$ cat src/design/i2cm_pkg.sv
`timescale 1ns / 1ps
package i2cm_pkg;

    typedef enum logic [1:0] {
        KIND_TICK  = 2'd0,
        KIND_WRITE = 2'd1,
        KIND_READ  = 2'd2,
        KIND_RSVD  = 2'd3
    } kind_t;

    typedef enum logic [3:0] {
        PH_IDLE, PH_TX_LO, PH_TX_HI, PH_ACK_LO, PH_ACK_HI, PH_RX_LO, PH_RX_HI,
        PH_MACK_LO, PH_MACK_HI, PH_RS_A, PH_RS_B, PH_RS_C,
        PH_STOP_A, PH_STOP_B, PH_STOP_C
    } phase_t;

    typedef enum logic [2:0] {
        ST_ADDRW, ST_REG, ST_DATA, ST_CRC, ST_ADDRR, ST_RXDATA, ST_RXCRC
    } stage_t;

    typedef enum logic [1:0] {
        REG_SLAVE_ADDR = 2'd0,
        REG_ACK_TMO    = 2'd1,
        REG_CRC_POLY   = 2'd2
    } reg_idx_t;

    localparam logic [1:0] STATUS_OK   = 2'd0;
    localparam logic [1:0] STATUS_NACK = 2'd1;
    localparam logic [1:0] STATUS_CRC  = 2'd2;

    localparam logic [6:0] SLAVE_ADDR_RST = 7'd8;
    localparam logic [7:0] ACK_TMO_RST    = 8'd250;
    localparam logic [7:0] CRC_POLY_RST   = 8'h07;

    typedef struct packed {
        logic [6:0] slave_address;
        logic [7:0] ack_timeout;
        logic [7:0] crc_poly;
    } cfg_t;

    // CRC-8, MSB first, implicit x^8 term
    function automatic logic [7:0] crc8(input logic [7:0] crc_in,
                                        input logic [7:0] data,
                                        input logic [7:0] poly);
        logic [7:0] c;
        logic       fb;
        c = crc_in;
        for (int i = 7; i >= 0; i--)
        begin
            fb = c[7] ^ data[i];
            c  = {c[6:0], 1'b0};
            if (fb)
            begin
                c = c ^ poly;
            end
        end
        return c;
    endfunction

endpackage

$ cat src/design/i2cm_if.sv
`timescale 1ns / 1ps
interface i2cm_req_if;
    logic       valid;
    logic       ready;
    logic [1:0] kind;
    logic [7:0] reg_addr;
    logic [7:0] write_data;
    logic [5:0] read_count;
    logic       sda_in;

    modport source (output valid, kind, reg_addr, write_data, read_count, sda_in,
                    input ready);
    modport sink   (input valid, kind, reg_addr, write_data, read_count, sda_in,
                    output ready);
endinterface

interface i2cm_rsp_if;
    logic       valid;
    logic       ready;
    logic       scl_level;
    logic       sda_release;
    logic       busy_res;
    logic       byte_valid;
    logic [7:0] read_byte;
    logic       byte_crc_bad;
    logic       last_byte;
    logic       done_res;
    logic [1:0] status;

    modport source (output valid, scl_level, sda_release, busy_res, byte_valid,
                    read_byte, byte_crc_bad, last_byte, done_res, status,
                    input ready);
    modport sink   (input valid, scl_level, sda_release, busy_res, byte_valid,
                    read_byte, byte_crc_bad, last_byte, done_res, status,
                    output ready);
endinterface

$ cat src/design/i2cm_regs.sv
`timescale 1ns / 1ps
module i2cm_regs (
    input  logic            clk,
    input  logic            rst_n,
    input  logic            psel,
    input  logic            penable,
    input  logic            pwrite,
    input  logic [3:0]      paddr,
    input  logic [31:0]     pwdata,
    output logic [31:0]     prdata,
    output logic            pready,
    output i2cm_pkg::cfg_t  cfg
);
    import i2cm_pkg::*;

    cfg_t       cfg_reg;
    logic       wr_en;
    logic [1:0] idx;

    assign pready = 1'b1;
    assign wr_en  = psel & penable & pwrite;
    assign idx    = paddr[3:2];
    assign cfg    = cfg_reg;

    // write registers on the access beat
    always_ff @(posedge clk or negedge rst_n)
    begin
        if (!rst_n)
        begin
            cfg_reg.slave_address <= SLAVE_ADDR_RST;
            cfg_reg.ack_timeout   <= ACK_TMO_RST;
            cfg_reg.crc_poly      <= CRC_POLY_RST;
        end
        else if (wr_en)
        begin
            unique case (idx)
                REG_SLAVE_ADDR: cfg_reg.slave_address <= pwdata[6:0];
                REG_ACK_TMO:    cfg_reg.ack_timeout   <= pwdata[7:0];
                REG_CRC_POLY:   cfg_reg.crc_poly      <= pwdata[7:0];
                default:        ;
            endcase
        end
    end

    // read mux
    always_comb
    begin
        unique case (idx)
            REG_SLAVE_ADDR: prdata = {25'd0, cfg_reg.slave_address};
            REG_ACK_TMO:    prdata = {24'd0, cfg_reg.ack_timeout};
            REG_CRC_POLY:   prdata = {24'd0, cfg_reg.crc_poly};
            default:        prdata = 32'd0;
        endcase
    end
endmodule

$ cat src/design/i2c_master_with_crc8.sv
`timescale 1ns / 1ps
// I2C master with CRC-8 byte protection.
// Channel req carries one beat per half-bit bus tick, or a start command
// (kind write or read) that also counts as the tick driving START. Channel
// rsp returns exactly one beat per req beat: SCL/SDA drive levels, busy,
// a received data byte with its CRC check, and done with status at the
// final STOP tick. Registers (APB): slave address, ACK timeout, CRC poly.
// The rsp beat is registered and valid in the cycle after its req beat is
// accepted. Throughput: one beat per cycle; the whole controller step for
// a beat (phase advance, shift, CRC byte update) is one pass of logic into
// the state and output registers. The output register lets a new req beat
// in while the previous rsp beat is taken in the same cycle; when rsp
// stalls, req.ready drops and the controller holds. Reset returns it to
// idle, clears its state, loads register defaults (addr 8, timeout 250, poly 7).
// Configuration is to be written only while the bus is idle.
module i2c_master_with_crc8 #(
    parameter int MAX_READ_BYTES = 32
) (
    input  logic         clk,
    input  logic         rst_n,
    i2cm_req_if.sink     req,
    i2cm_rsp_if.source   rsp,
    input  logic         psel,
    input  logic         penable,
    input  logic         pwrite,
    input  logic [3:0]   paddr,
    input  logic [31:0]  pwdata,
    output logic [31:0]  prdata,
    output logic         pready
);
    import i2cm_pkg::*;

    localparam logic [5:0] MAX_CNT = 6'(MAX_READ_BYTES);

    cfg_t cfg;

    i2cm_regs u_regs (
        .clk     (clk),
        .rst_n   (rst_n),
        .psel    (psel),
        .penable (penable),
        .pwrite  (pwrite),
        .paddr   (paddr),
        .pwdata  (pwdata),
        .prdata  (prdata),
        .pready  (pready),
        .cfg     (cfg)
    );

    phase_t     phase_reg,   phase_next;
    stage_t     stage_reg,   stage_next;
    logic [3:0] bitcnt_reg,  bitcnt_next;
    logic [7:0] shifter_reg, shifter_next;
    logic [7:0] crc_reg,     crc_next;
    logic [5:0] left_reg,    left_next;
    logic [7:0] wait_reg,    wait_next;
    logic       isrd_reg,    isrd_next;
    logic [7:0] haddr_reg,   haddr_next;
    logic [7:0] hdata_reg,   hdata_next;
    logic       crcbad_reg,  crcbad_next;
    logic       nack_reg,    nack_next;

    logic       ovalid_reg,  ovalid_next;
    logic       scl_reg, sda_reg, busy_reg, bv_reg, bad_reg, last_reg, done_reg;
    logic [7:0] rbyte_reg;
    logic [1:0] stat_reg;

    logic       scl, sdo, busy, bv, bad, last, done;
    logic [7:0] rb;
    logic [1:0] stat;

    logic       accept;
    logic [7:0] addr_w, addr_r;
    logic [7:0] crc_base, crc_data, crc_out;
    logic [7:0] rx_shift;
    logic [3:0] bit_inc;
    logic [7:0] wait_inc;
    logic [5:0] cnt;
    logic       mack_bit;
    kind_t      kind;

    assign req.ready = !ovalid_reg || rsp.ready;
    assign accept    = req.valid && req.ready;
    assign kind      = kind_t'(req.kind);
    assign addr_w    = {cfg.slave_address, 1'b0};
    assign addr_r    = {cfg.slave_address, 1'b1};
    assign rx_shift  = {shifter_reg[6:0], req.sda_in};
    assign bit_inc   = bitcnt_reg + 4'd1;
    assign wait_inc  = wait_reg + 8'd1;
    assign mack_bit  = (stage_reg == ST_RXCRC) && (left_reg == 6'd0);

    // clamp read length
    always_comb
    begin
        cnt = req.read_count;
        if (cnt == 6'd0)
        begin
            cnt = 6'd1;
        end
        if (cnt > MAX_CNT)
        begin
            cnt = MAX_CNT;
        end
    end

    // pick the single CRC byte update this beat may need
    always_comb
    begin
        crc_base = crc_reg;
        crc_data = rx_shift;
        case (phase_reg)
            PH_IDLE:
            begin
                crc_base = 8'd0;
                crc_data = addr_w;
            end
            PH_ACK_HI:
                crc_data = (stage_reg == ST_ADDRW) ? haddr_reg : hdata_reg;
            PH_RS_C:
            begin
                crc_base = 8'd0;
                crc_data = addr_r;
            end
            default: ;
        endcase
    end

    assign crc_out = crc8(crc_base, crc_data, cfg.crc_poly);

    // controller step for one beat
    always_comb
    begin
        phase_next   = phase_reg;
        stage_next   = stage_reg;
        bitcnt_next  = bitcnt_reg;
        shifter_next = shifter_reg;
        crc_next     = crc_reg;
        left_next    = left_reg;
        wait_next    = wait_reg;
        isrd_next    = isrd_reg;
        haddr_next   = haddr_reg;
        hdata_next   = hdata_reg;
        crcbad_next  = crcbad_reg;
        nack_next    = nack_reg;
        scl  = 1'b1;
        sdo  = 1'b1;
        busy = 1'b1;
        bv   = 1'b0;
        rb   = 8'd0;
        bad  = 1'b0;
        last = 1'b0;
        done = 1'b0;
        stat = STATUS_OK;

        unique case (phase_reg)
            PH_IDLE:
            begin
                busy = 1'b0;
                if (kind == KIND_WRITE || kind == KIND_READ)
                begin
                    busy         = 1'b1;
                    sdo          = 1'b0;
                    haddr_next   = req.reg_addr;
                    hdata_next   = req.write_data;
                    left_next    = cnt;
                    isrd_next    = (kind == KIND_READ);
                    crcbad_next  = 1'b0;
                    nack_next    = 1'b0;
                    wait_next    = 8'd0;
                    stage_next   = ST_ADDRW;
                    shifter_next = addr_w;
                    bitcnt_next  = 4'd0;
                    crc_next     = crc_out;
                    phase_next   = PH_TX_LO;
                end
            end
            PH_TX_LO:
            begin
                scl        = 1'b0;
                sdo        = shifter_reg[7];
                phase_next = PH_TX_HI;
            end
            PH_TX_HI:
            begin
                sdo          = shifter_reg[7];
                shifter_next = {shifter_reg[6:0], 1'b0};
                if (bit_inc >= 4'd8)
                begin
                    bitcnt_next = 4'd0;
                    wait_next   = 8'd0;
                    phase_next  = PH_ACK_LO;
                end
                else
                begin
                    bitcnt_next = bit_inc;
                    phase_next  = PH_TX_LO;
                end
            end
            PH_ACK_LO:
            begin
                scl        = 1'b0;
                phase_next = PH_ACK_HI;
            end
            PH_ACK_HI:
            begin
                if (req.sda_in)
                begin
                    wait_next = wait_inc;
                    if (wait_inc >= cfg.ack_timeout)
                    begin
                        nack_next  = 1'b1;
                        phase_next = PH_STOP_A;
                    end
                end
                else
                begin
                    case (stage_reg)
                        ST_ADDRW:
                        begin
                            stage_next   = ST_REG;
                            shifter_next = haddr_reg;
                            bitcnt_next  = 4'd0;
                            crc_next     = crc_out;
                            phase_next   = PH_TX_LO;
                        end
                        ST_REG:
                        begin
                            if (isrd_reg)
                            begin
                                phase_next = PH_RS_A;
                            end
                            else
                            begin
                                stage_next   = ST_DATA;
                                shifter_next = hdata_reg;
                                bitcnt_next  = 4'd0;
                                crc_next     = crc_out;
                                phase_next   = PH_TX_LO;
                            end
                        end
                        ST_DATA:
                        begin
                            stage_next   = ST_CRC;
                            shifter_next = crc_reg;
                            bitcnt_next  = 4'd0;
                            phase_next   = PH_TX_LO;
                        end
                        ST_ADDRR:
                        begin
                            stage_next   = ST_RXDATA;
                            bitcnt_next  = 4'd0;
                            shifter_next = 8'd0;
                            phase_next   = PH_RX_LO;
                        end
                        default: phase_next = PH_STOP_A;
                    endcase
                end
            end
            PH_RX_LO:
            begin
                scl        = 1'b0;
                phase_next = PH_RX_HI;
            end
            PH_RX_HI:
            begin
                shifter_next = rx_shift;
                bitcnt_next  = bit_inc;
                phase_next   = PH_RX_LO;
                if (bit_inc >= 4'd8)
                begin
                    bitcnt_next = 4'd0;
                    phase_next  = PH_MACK_LO;
                    if (stage_reg == ST_RXDATA)
                    begin
                        hdata_next = rx_shift;
                        crc_next   = crc_out;
                    end
                    else
                    begin
                        bv   = 1'b1;
                        rb   = hdata_reg;
                        bad  = (rx_shift != crc_reg);
                        last = (left_reg <= 6'd1);
                        if (bad)
                        begin
                            crcbad_next = 1'b1;
                        end
                        left_next = (left_reg != 6'd0) ? left_reg - 6'd1 : 6'd0;
                        crc_next  = 8'd0;
                    end
                end
            end
            PH_MACK_LO:
            begin
                scl        = 1'b0;
                sdo        = mack_bit;
                phase_next = PH_MACK_HI;
            end
            PH_MACK_HI:
            begin
                sdo          = mack_bit;
                shifter_next = 8'd0;
                if (stage_reg == ST_RXDATA)
                begin
                    stage_next = ST_RXCRC;
                    phase_next = PH_RX_LO;
                end
                else if (mack_bit)
                begin
                    phase_next = PH_STOP_A;
                end
                else
                begin
                    stage_next = ST_RXDATA;
                    phase_next = PH_RX_LO;
                end
            end
            PH_RS_A:
            begin
                scl        = 1'b0;
                phase_next = PH_RS_B;
            end
            PH_RS_B:
                phase_next = PH_RS_C;
            PH_RS_C:
            begin
                sdo          = 1'b0;
                stage_next   = ST_ADDRR;
                shifter_next = addr_r;
                bitcnt_next  = 4'd0;
                crc_next     = crc_out;
                phase_next   = PH_TX_LO;
            end
            PH_STOP_A:
            begin
                scl        = 1'b0;
                sdo        = 1'b0;
                phase_next = PH_STOP_B;
            end
            PH_STOP_B:
            begin
                sdo        = 1'b0;
                phase_next = PH_STOP_C;
            end
            PH_STOP_C:
            begin
                done       = 1'b1;
                stat       = nack_reg ? STATUS_NACK :
                             (crcbad_reg ? STATUS_CRC : STATUS_OK);
                phase_next = PH_IDLE;
            end
            default:
            begin
                busy       = 1'b0;
                phase_next = PH_IDLE;
            end
        endcase
    end

    // output beat valid
    always_comb
    begin
        ovalid_next = ovalid_reg;
        if (accept)
        begin
            ovalid_next = 1'b1;
        end
        else if (rsp.ready)
        begin
            ovalid_next = 1'b0;
        end
    end

    // controller state, advance on each accepted beat
    always_ff @(posedge clk or negedge rst_n)
    begin
        if (!rst_n)
        begin
            phase_reg   <= PH_IDLE;
            stage_reg   <= ST_ADDRW;
            bitcnt_reg  <= 4'd0;
            shifter_reg <= 8'd0;
            crc_reg     <= 8'd0;
            left_reg    <= 6'd0;
            wait_reg    <= 8'd0;
            isrd_reg    <= 1'b0;
            haddr_reg   <= 8'd0;
            hdata_reg   <= 8'd0;
            crcbad_reg  <= 1'b0;
            nack_reg    <= 1'b0;
            ovalid_reg  <= 1'b0;
        end
        else
        begin
            ovalid_reg <= ovalid_next;
            if (accept)
            begin
                phase_reg   <= phase_next;
                stage_reg   <= stage_next;
                bitcnt_reg  <= bitcnt_next;
                shifter_reg <= shifter_next;
                crc_reg     <= crc_next;
                left_reg    <= left_next;
                wait_reg    <= wait_next;
                isrd_reg    <= isrd_next;
                haddr_reg   <= haddr_next;
                hdata_reg   <= hdata_next;
                crcbad_reg  <= crcbad_next;
                nack_reg    <= nack_next;
            end
        end
    end

    // result payload, load on accept
    always_ff @(posedge clk)
    begin
        if (accept)
        begin
            scl_reg   <= scl;
            sda_reg   <= sdo;
            busy_reg  <= busy;
            bv_reg    <= bv;
            rbyte_reg <= rb;
            bad_reg   <= bad;
            last_reg  <= last;
            done_reg  <= done;
            stat_reg  <= stat;
        end
    end

    assign rsp.valid        = ovalid_reg;
    assign rsp.scl_level    = scl_reg;
    assign rsp.sda_release  = sda_reg;
    assign rsp.busy_res     = busy_reg;
    assign rsp.byte_valid   = bv_reg;
    assign rsp.read_byte    = rbyte_reg;
    assign rsp.byte_crc_bad = bad_reg;
    assign rsp.last_byte    = last_reg;
    assign rsp.done_res     = done_reg;
    assign rsp.status       = stat_reg;

    a_done_busy: assert property (@(posedge clk) disable iff (!rst_n)
        rsp.valid && rsp.done_res |-> rsp.busy_res)
        else $error("done beat without busy");

    a_status_done: assert property (@(posedge clk) disable iff (!rst_n)
        rsp.valid && !rsp.done_res |-> rsp.status == STATUS_OK)
        else $error("status reported outside done beat");

    a_byte_scl: assert property (@(posedge clk) disable iff (!rst_n)
        rsp.valid && rsp.byte_valid |-> rsp.scl_level && rsp.busy_res)
        else $error("received byte outside SCL high tick");

    a_idle_hold: assert property (@(posedge clk) disable iff (!rst_n)
        phase_reg == PH_IDLE && !accept |=> phase_reg == PH_IDLE)
        else $error("controller left idle without a beat");
endmodule
$ cat src/flat_wrapper.sv
// flat-port wrapper written by rule: the top's interface ports become plain ports
module i2c_master_with_crc8_flat import i2cm_pkg::*;
#(
    parameter int MAX_READ_BYTES = 32
)
  (clk, rst_n, psel, penable, pwrite, paddr, pwdata, prdata, pready, req_valid, req_kind, req_reg_addr, req_write_data, req_read_count, req_sda_in, req_ready, rsp_valid, rsp_scl_level, rsp_sda_release, rsp_busy_res, rsp_byte_valid, rsp_read_byte, rsp_byte_crc_bad, rsp_last_byte, rsp_done_res, rsp_status, rsp_ready);
  i2cm_req_if req_i ();
  i2cm_rsp_if rsp_i ();
  input  logic clk;
  input  logic rst_n;
  input  logic psel;
  input  logic penable;
  input  logic pwrite;
  input  logic [3:0] paddr;
  input  logic [31:0] pwdata;
  output logic [31:0] prdata;
  output logic pready;
  input wire logic [$bits(req_i.valid)-1:0] req_valid;
  input wire logic [$bits(req_i.kind)-1:0] req_kind;
  input wire logic [$bits(req_i.reg_addr)-1:0] req_reg_addr;
  input wire logic [$bits(req_i.write_data)-1:0] req_write_data;
  input wire logic [$bits(req_i.read_count)-1:0] req_read_count;
  input wire logic [$bits(req_i.sda_in)-1:0] req_sda_in;
  output wire logic [$bits(req_i.ready)-1:0] req_ready;
  output wire logic [$bits(rsp_i.valid)-1:0] rsp_valid;
  output wire logic [$bits(rsp_i.scl_level)-1:0] rsp_scl_level;
  output wire logic [$bits(rsp_i.sda_release)-1:0] rsp_sda_release;
  output wire logic [$bits(rsp_i.busy_res)-1:0] rsp_busy_res;
  output wire logic [$bits(rsp_i.byte_valid)-1:0] rsp_byte_valid;
  output wire logic [$bits(rsp_i.read_byte)-1:0] rsp_read_byte;
  output wire logic [$bits(rsp_i.byte_crc_bad)-1:0] rsp_byte_crc_bad;
  output wire logic [$bits(rsp_i.last_byte)-1:0] rsp_last_byte;
  output wire logic [$bits(rsp_i.done_res)-1:0] rsp_done_res;
  output wire logic [$bits(rsp_i.status)-1:0] rsp_status;
  input wire logic [$bits(rsp_i.ready)-1:0] rsp_ready;
  assign req_i.valid = req_valid;
  assign req_i.kind = req_kind;
  assign req_i.reg_addr = req_reg_addr;
  assign req_i.write_data = req_write_data;
  assign req_i.read_count = req_read_count;
  assign req_i.sda_in = req_sda_in;
  assign req_ready = req_i.ready;
  assign rsp_valid = rsp_i.valid;
  assign rsp_scl_level = rsp_i.scl_level;
  assign rsp_sda_release = rsp_i.sda_release;
  assign rsp_busy_res = rsp_i.busy_res;
  assign rsp_byte_valid = rsp_i.byte_valid;
  assign rsp_read_byte = rsp_i.read_byte;
  assign rsp_byte_crc_bad = rsp_i.byte_crc_bad;
  assign rsp_last_byte = rsp_i.last_byte;
  assign rsp_done_res = rsp_i.done_res;
  assign rsp_status = rsp_i.status;
  assign rsp_i.ready = rsp_ready;
  i2c_master_with_crc8 #(.MAX_READ_BYTES(MAX_READ_BYTES)) u_core (.clk(clk), .rst_n(rst_n), .req(req_i), .rsp(rsp_i), .psel(psel), .penable(penable), .pwrite(pwrite), .paddr(paddr), .pwdata(pwdata), .prdata(prdata), .pready(pready));
endmodule
$ cat config.mk
export PLATFORM = sky130hd
export DESIGN_NAME = i2c_master_with_crc8_flat
export DESIGN_NICKNAME = d
export VERILOG_FILES = /design/src/design/i2cm_pkg.sv /design/src/design/i2cm_if.sv /design/src/design/i2cm_regs.sv /design/src/design/i2c_master_with_crc8.sv /design/src/flat_wrapper.sv
export SDC_FILE = /design/constraint.sdc
export NUM_CORES = 1
export LEC_CHECK = 0
export BUFFER_PORTS_ARGS = -buffer_cell sky130_fd_sc_hd__buf_2
export CAP_MARGIN = 10
export CORE_MARGIN = 3
export CORE_UTILIZATION = 50
export DETAILED_ROUTE_END_ITERATION = 10
export GPL_TIMING_DRIVEN = 0
export PLACE_DENSITY = 0.71
export SYNTH_ARGS = -nofsm -noshare
export SYNTH_HDL_FRONTEND = slang
export SYNTH_SLANG_ARGS = --single-unit
$ cat constraint.sdc
create_clock -name clk -period 13.9 [get_ports clk]
set_clock_uncertainty 0.2 [all_clocks]
set_input_delay 2.085 -clock clk [delete_from_list [all_inputs] [get_ports clk]]
set_output_delay 2.085 -clock clk [all_outputs]
set_load 0.01 [all_outputs]
==> impl_metrics.tcl, run 1 <==
set metrics [dict create \
    status "completed" \
    num_rows 45 \
    post_drt_wl_per_cell_um 18.4 \
    yosysWarnings 0 \
    hold_class "reg2reg" \
    drc 0 \
    cp-end-kind "register" \
    cts-htree-levels 3 \
    cp.arrival_ps 5670 \
    tightest_slew_ps 1090 \
    dp_hpwl_um 17400 \
    syn_area_um2 8050 \
    die_w_um 133 \
    critPathMaxStageDelay_ps 620 \
    antennaDiodeCount 0 \
    drt-total-wl_um 22900 \
    cts_hold_buf 0 \
    drv_cap 0 \
    cts_setup_buffers 0 \
    die_area_um2 17700 \
    path_class "reg2reg" \
    dp.cells 1229 \
    ys.flop_type "dfrtp_1" \
    drtIter0Drc 630 \
    synth-seq-cells 101 \
    fin_nets 1110 \
    fillers 1426 \
    cts_root_buf "clkbuf_16" \
    routabilityCongestion 0.913 \
    crit_fanout 10 \
    fin_crit_sh_pct 40.2 \
    grt_pass1_wl_um 36500 \
    antenna_found_initial 0 \
    cp_slowest_cell "xor2_1" \
    fmaxAchievable_mhz 179 \
    grt_start_max_net_pins 58 \
    timing.rr.start "u_core.phase_reg[1]$_DFFE_PN0P_" \
    relSlewSlack_pct 26.6 \
    clk_latency_ps 350 \
    grt_usage_pct 25.6 \
    multi_input_area_um2 4920 \
    antenna_left 0 \
    async_reset_ff_share_pct 83.2 \
    io_buffer_count 67 \
    instances_no_fill 1245 \
    ios 120 \
    min_period_ps 5580 \
    ys_types 105 \
    start_kind "register" \
    synth_edf_count 17 \
    hold_violations 0 \
    layout-drive-gt1-share_pct 18.6 \
    final_cell_mix "nand2_1 (107), o21ai_0 (84), buf_2 (74), dfrtp_1 (74), nor2_1 (58)" \
    core_area_um2 15500 \
    critical_path_required_ps 13990 \
    grt_pass1_vias 6794 \
    crit_path_end "u_core.crc_reg[7]$_DFFE_PN0P_" \
    routed_via_density 6.04 \
    r2r-end "u_core.crc_reg[7]$_DFFE_PN0P_" \
    clk_pin_slew_ps 60 \
    slew_violations 0 \
    utilization_pct 58.6 \
    syn_area_per_cell_um2 8.68 \
    detail_route.first_pass.iterations 6 \
    reg2reg_depth 16 \
    rsz0062_at_grt "no" \
    clock_sinks 101 \
    numCtsBuffers 9 \
    largest_register_ffs 23 \
    die_height_um 133 \
    fin_hold_ws_ps 312 \
    synthCells 927 \
    tns_ps 0 \
    crit_chain "or4b_1 -> buf_2 -> a211oi_1 -> nor4b_1 -> xor2_1 -> xnor2_1 -> nand2_1 -> a221oi_2 -> xnor2_1 -> or4_1 -> and4_1 -> xor2_1 -> buf_2 -> nand3_1 -> a2111oi_0 -> a211o_1" \
    finalSetupViolCount 0 \
    synthToLayoutAreaGrowth_pct 12.8 \
    initial_utilization_pct 52.0 \
    rrSetupSlack_ps 8320 \
    cts.path.max_buffers 2 \
    crit_start "u_core.phase_reg[1]$_DFFE_PN0P_" \
    final_common_cell "nand2_1" \
    yosysSeqAreaShare_pct 32.6 \
    seq_area_um2 2630 \
    cts_resized 0 \
    grt.overflow.total 0 \
    cts_tree "yes" \
    vias 7523 \
]
-- cell families (layout without fill, tap and decap cells) --
kind of cell | count (synthesis) | after routing | share of synthesized area [%]
other | 2 | 25 | 0.0933
xor gates and xnor gates | 51 | 51 | 6.71
and+or+nand+nor | 295 | 295 | 19.0
adders and majority gates | 13 | 13 | 2.02
muxes | 48 | 48 | 6.76
AOI/OAI and AO/OA | 293 | 293 | 25.4
buffers and inverters | 124 | 208 | 7.35
DFF | 101 | 101 | 32.6
-- critical path: cells and delay by family (launching register included) --
kind | cells | cell delay, ps
AND/OR/NAND/NOR | 6 | 1620
flip-flops | 1 | 450
XOR/XNOR | 4 | 1350
AO/OA/AOI/OAI | 4 | 1390
buffers and inverters | 2 | 510
-- cells in the mapped netlist, drive strengths merged, types with 9 or more instances --
| master | n | area, um^2 |
|---|---|---|
| a211o | 15 | 131 |
| a211oi | 9 | 67.6 |
| a21oi | 52 | 264 |
| a31oi | 12 | 81.3 |
| and3 | 15 | 93.8 |
| buf | 43 | 288 |
| clkbuf | 45 | 169 |
| dfrtp | 74 | 1850 |
| dfstp | 10 | 263 |
| edfxtp | 17 | 510 |
| ha | 13 | 163 |
| inv | 34 | 128 |
| mux2 | 28 | 319 |
| mux2i | 20 | 225 |
| nand2 | 107 | 402 |
| nand2b | 13 | 81.3 |
| nand3 | 19 | 100 |
| nor2 | 58 | 218 |
| nor2b | 10 | 62.6 |
| nor3 | 19 | 116 |
| nor4 | 10 | 83.8 |
| o211ai | 9 | 72.6 |
| o21ai | 88 | 448 |
| o22ai | 13 | 87.6 |
| xnor2 | 31 | 279 |
| xor2 | 14 | 123 |
-- metal layers --
metal / vias up / GRT usage [%] / share of wire (%)
li1: 3589 / - / -
met2: 327 / 40.8 / 47
met5: - / 0 / 0
met3: 44 / 4.22 / 7.1
met4: 0 / 7.45 / 2.3
met1: 3563 / 36.1 / 44
-- how the worst min path moves through the flow --
stage                                           startpoint  slack, ps  cells after the start                                to
after floorplan              u_core.crcbad_reg$_DFFE_PN0P_        260                      1     u_core.crcbad_reg$_DFFE_PN0P_
after global placement       u_core.crcbad_reg$_DFFE_PN0P_        280                      1     u_core.crcbad_reg$_DFFE_PN0P_
after detailed placement     u_core.crcbad_reg$_DFFE_PN0P_        290                      1     u_core.crcbad_reg$_DFFE_PN0P_
after CTS                    u_core.crcbad_reg$_DFFE_PN0P_        310                      1     u_core.crcbad_reg$_DFFE_PN0P_
after global routing         u_core.crcbad_reg$_DFFE_PN0P_        340                      1     u_core.crcbad_reg$_DFFE_PN0P_
final                     u_core.bitcnt_reg[3]$_DFFE_PN0P_        310                      1  u_core.bitcnt_reg[3]$_DFFE_PN0P_
-- final cells by class --
type	instances	area share [%]
multi-input combinational	725	54.2
clock inverter	6	0.937
timing repair buffer	68	4.02
sequential	101	28.9
inverter	36	1.49
clock buffer	10	2.52
tap	211	2.91
buffer	88	5.03
-- through the flow --
stage | worst slack [ps] | cell area [um^2]
2_1_floorplan | 8740 | 8140
3_3_place_gp | 8430 | 8740
3_5_place_dp | 8380 | 8770
4_1_cts | 8380 | 9080
5_1_grt | 7780 | 9080
6_report | 8320 | 9080
Power of run 1 is not shown: default switching activity piles up to over one toggle a cycle in this logic, so the estimate is an artifact.
==> run 2, diff against run 1 <==
ABC_AREA = 1   (was unset)
PLACE_DENSITY = 0.72   (was 0.71)
clock period = 5.3 ns   (was 13.9 ns; I/O delays follow)
==> impl_metrics.tcl, run 2 <==
set metrics [dict create \
    crit_start "u_core.phase_reg[3]$_DFFE_PN0P_" \
    reg2reg_depth 32 \
    status "completed" \
    fin_nets 1262 \
    tns_ps 0 \
    clk_latency_ps 350 \
    largest_register_ffs 23 \
    routabilityCongestion 0.992 \
    cts_root_buf "clkbuf_16" \
    drc 0 \
    clock_sinks 101 \
    grt_pass1_vias 6584 \
    ys_types 48 \
    final_common_cell "nand2_1" \
    syn_area_um2 7350 \
    yosysWarnings 0 \
    grt_pass1_wl_um 32600 \
    cp-end-kind "register" \
    hold_class "in2async" \
    synthCells 1077 \
    num_rows 43 \
    cts_resized 0 \
    synth_top_area_cell "dfrtp_1" \
    slew_violations 0 \
    path_class "reg2reg" \
    die_w_um 127 \
    instances_no_fill 1366 \
    synth-seq-cells 101 \
    yosysSeqAreaShare_pct 35.7 \
    cts.path.max_buffers 2 \
    dp_hpwl_um 15700 \
    rrSetupSlack_ps 1140 \
    ios 120 \
    detail_route.first_pass.iterations 5 \
    rsz0062_at_grt "no" \
    seq_area_um2 2630 \
    cp_slowest_cell "dfrtp_1" \
    start_kind "register" \
    cts_setup_buffers 0 \
    die_height_um 127 \
    grt_usage_pct 25.0 \
    hold_violations 0 \
    min_period_ps 4160 \
    relSlewSlack_pct 42.5 \
    syn_area_per_cell_um2 6.82 \
    synth.most_common_cell "nand2_1" \
    synth_edf_count 17 \
    async_reset_ff_share_pct 83.2 \
    crit_fanout 10 \
    drv_cap 0 \
    fin_crit_sh_pct 78.5 \
    numCtsBuffers 9 \
    die_area_um2 16200 \
    synth_top_area_share_pct 25.2 \
    utilization_pct 58.9 \
    antennaDiodeCount 0 \
    clk_pin_slew_ps 70 \
    cp.arrival_ps 4200 \
    synthTopCellsByArea "dfrtp_1 (25%), nand2_1 (16%), inv_1 (7.8%), edfxtp_1 (6.9%), o21ai_0 (6.8%)" \
    finalSetupViolCount 0 \
    core_area_um2 14100 \
    tightest_slew_ps 859 \
    r2r-end "u_core.crc_reg[5]$_DFFE_PN0P_" \
    grt_start_max_net_pins 64 \
    io_buffer_count 68 \
    routed_via_density 5.23 \
    synth_common_cells "nand2_1 (310), inv_1 (152), o21ai_0 (100), nand3_1 (93), nor2_1 (80)" \
    fillers 1372 \
    layout-drive-gt1-share_pct 14.2 \
    final_cell_mix "nand2_1 (310), inv_1 (152), o21ai_0 (100)" \
    multi_input_area_um2 3880 \
    drtIter0Drc 634 \
    cts_tree "yes" \
    critical_path_required_ps 5340 \
    vias 7142 \
    cts_hold_buf 0 \
    fin_hold_ws_ps 123 \
    initial_utilization_pct 51.9 \
    timing.rr.start "u_core.phase_reg[3]$_DFFE_PN0P_" \
    antenna_left 0 \
    grt.overflow.total 0 \
    antenna_found_initial 0 \
    dp.cells 1349 \
    ys.flop_type "dfrtp_1" \
    critPathMaxStageDelay_ps 460 \
    post_drt_wl_per_cell_um 14.6 \
    cts-htree-levels 3 \
    synthToLayoutAreaGrowth_pct 13.4 \
    drt-total-wl_um 20000 \
    fmaxAchievable_mhz 240 \
]
## run 2: cell types whose count changed after synthesis, sizes merged, moves of 24 or more
cell	change
nand2	+225
inv	+124
clkbuf	-26
nand3	+79
mux2	-26
xnor2	-24
a21oi	-28
nor2	+27
## run 2: kinds of logic after synthesis
family                   synth area share [%]
AO/OA/AOI/OAI                            13.6
XOR/XNOR                                 3.92
adder cells (fa/ha/maj)                  2.21
buffers and inverters                    12.6
flip-flops                               35.7
multiplexers                            0.306
other                                   0.102
AND/OR/NAND/NOR                          31.5
## run 2: worst max path at each step
stage / cells past startpoint / slack, ps / end
after floorplan: 35 / 1800 / u_core.crc_reg[6]$_DFFE_PN0P_
after global routing: 29 / 660 / u_core.crc_reg[3]$_DFFE_PN0P_
final: 32 / 1140 / u_core.crc_reg[5]$_DFFE_PN0P_
after CTS: 32 / 1170 / u_core.crc_reg[3]$_DFFE_PN0P_
after global placement: 32 / 1240 / u_core.crc_reg[3]$_DFFE_PN0P_
after detailed placement: 32 / 1180 / u_core.crc_reg[3]$_DFFE_PN0P_
## run 2: area by class of cell
class	instances	area share [%]
Sequential cell	101	31.5
Clock inverter	6	0.751
Tap cell	180	2.70
Buffer	53	3.93
Multi-Input combinational cell	786	46.6
Clock buffer	10	2.75
Inverter	160	7.21
Timing Repair Buffer	70	4.59
## run 2: layer usage
metal | vias up | share of wire, % | track usage, % | routed length (um)
met4 | 0 | 2.0 | 6.56 | 399
met1 | 3196 | 46 | 36.6 | 9250
met3 | 30 | 8.2 | 4.89 | 1640
li1 | 3618 | - | - | -
met5 | - | 0 | 0 | 0
met2 | 298 | 43 | 38.0 | 8660
## run 2: worst max-delay path: cells and delay by family, from the launching register on
| kind | cells | cell delay (ps) |
|---|---|---|
| buffers and inverters | 5 | 750 |
| and+or+nand+nor | 27 | 2600 |
| DFF | 1 | 460 |
## run 2: per-stage QoR
stage / cell area (um^2) / worst slack [ps]
final: 8330 / 1140
after detailed placement: 8030 / 1180
after global routing: 8330 / 665
after global placement: 8000 / 1240
after CTS: 8320 / 1170
after floorplan: 7430 / 1800
Power of run 2 is left out for the same reason.
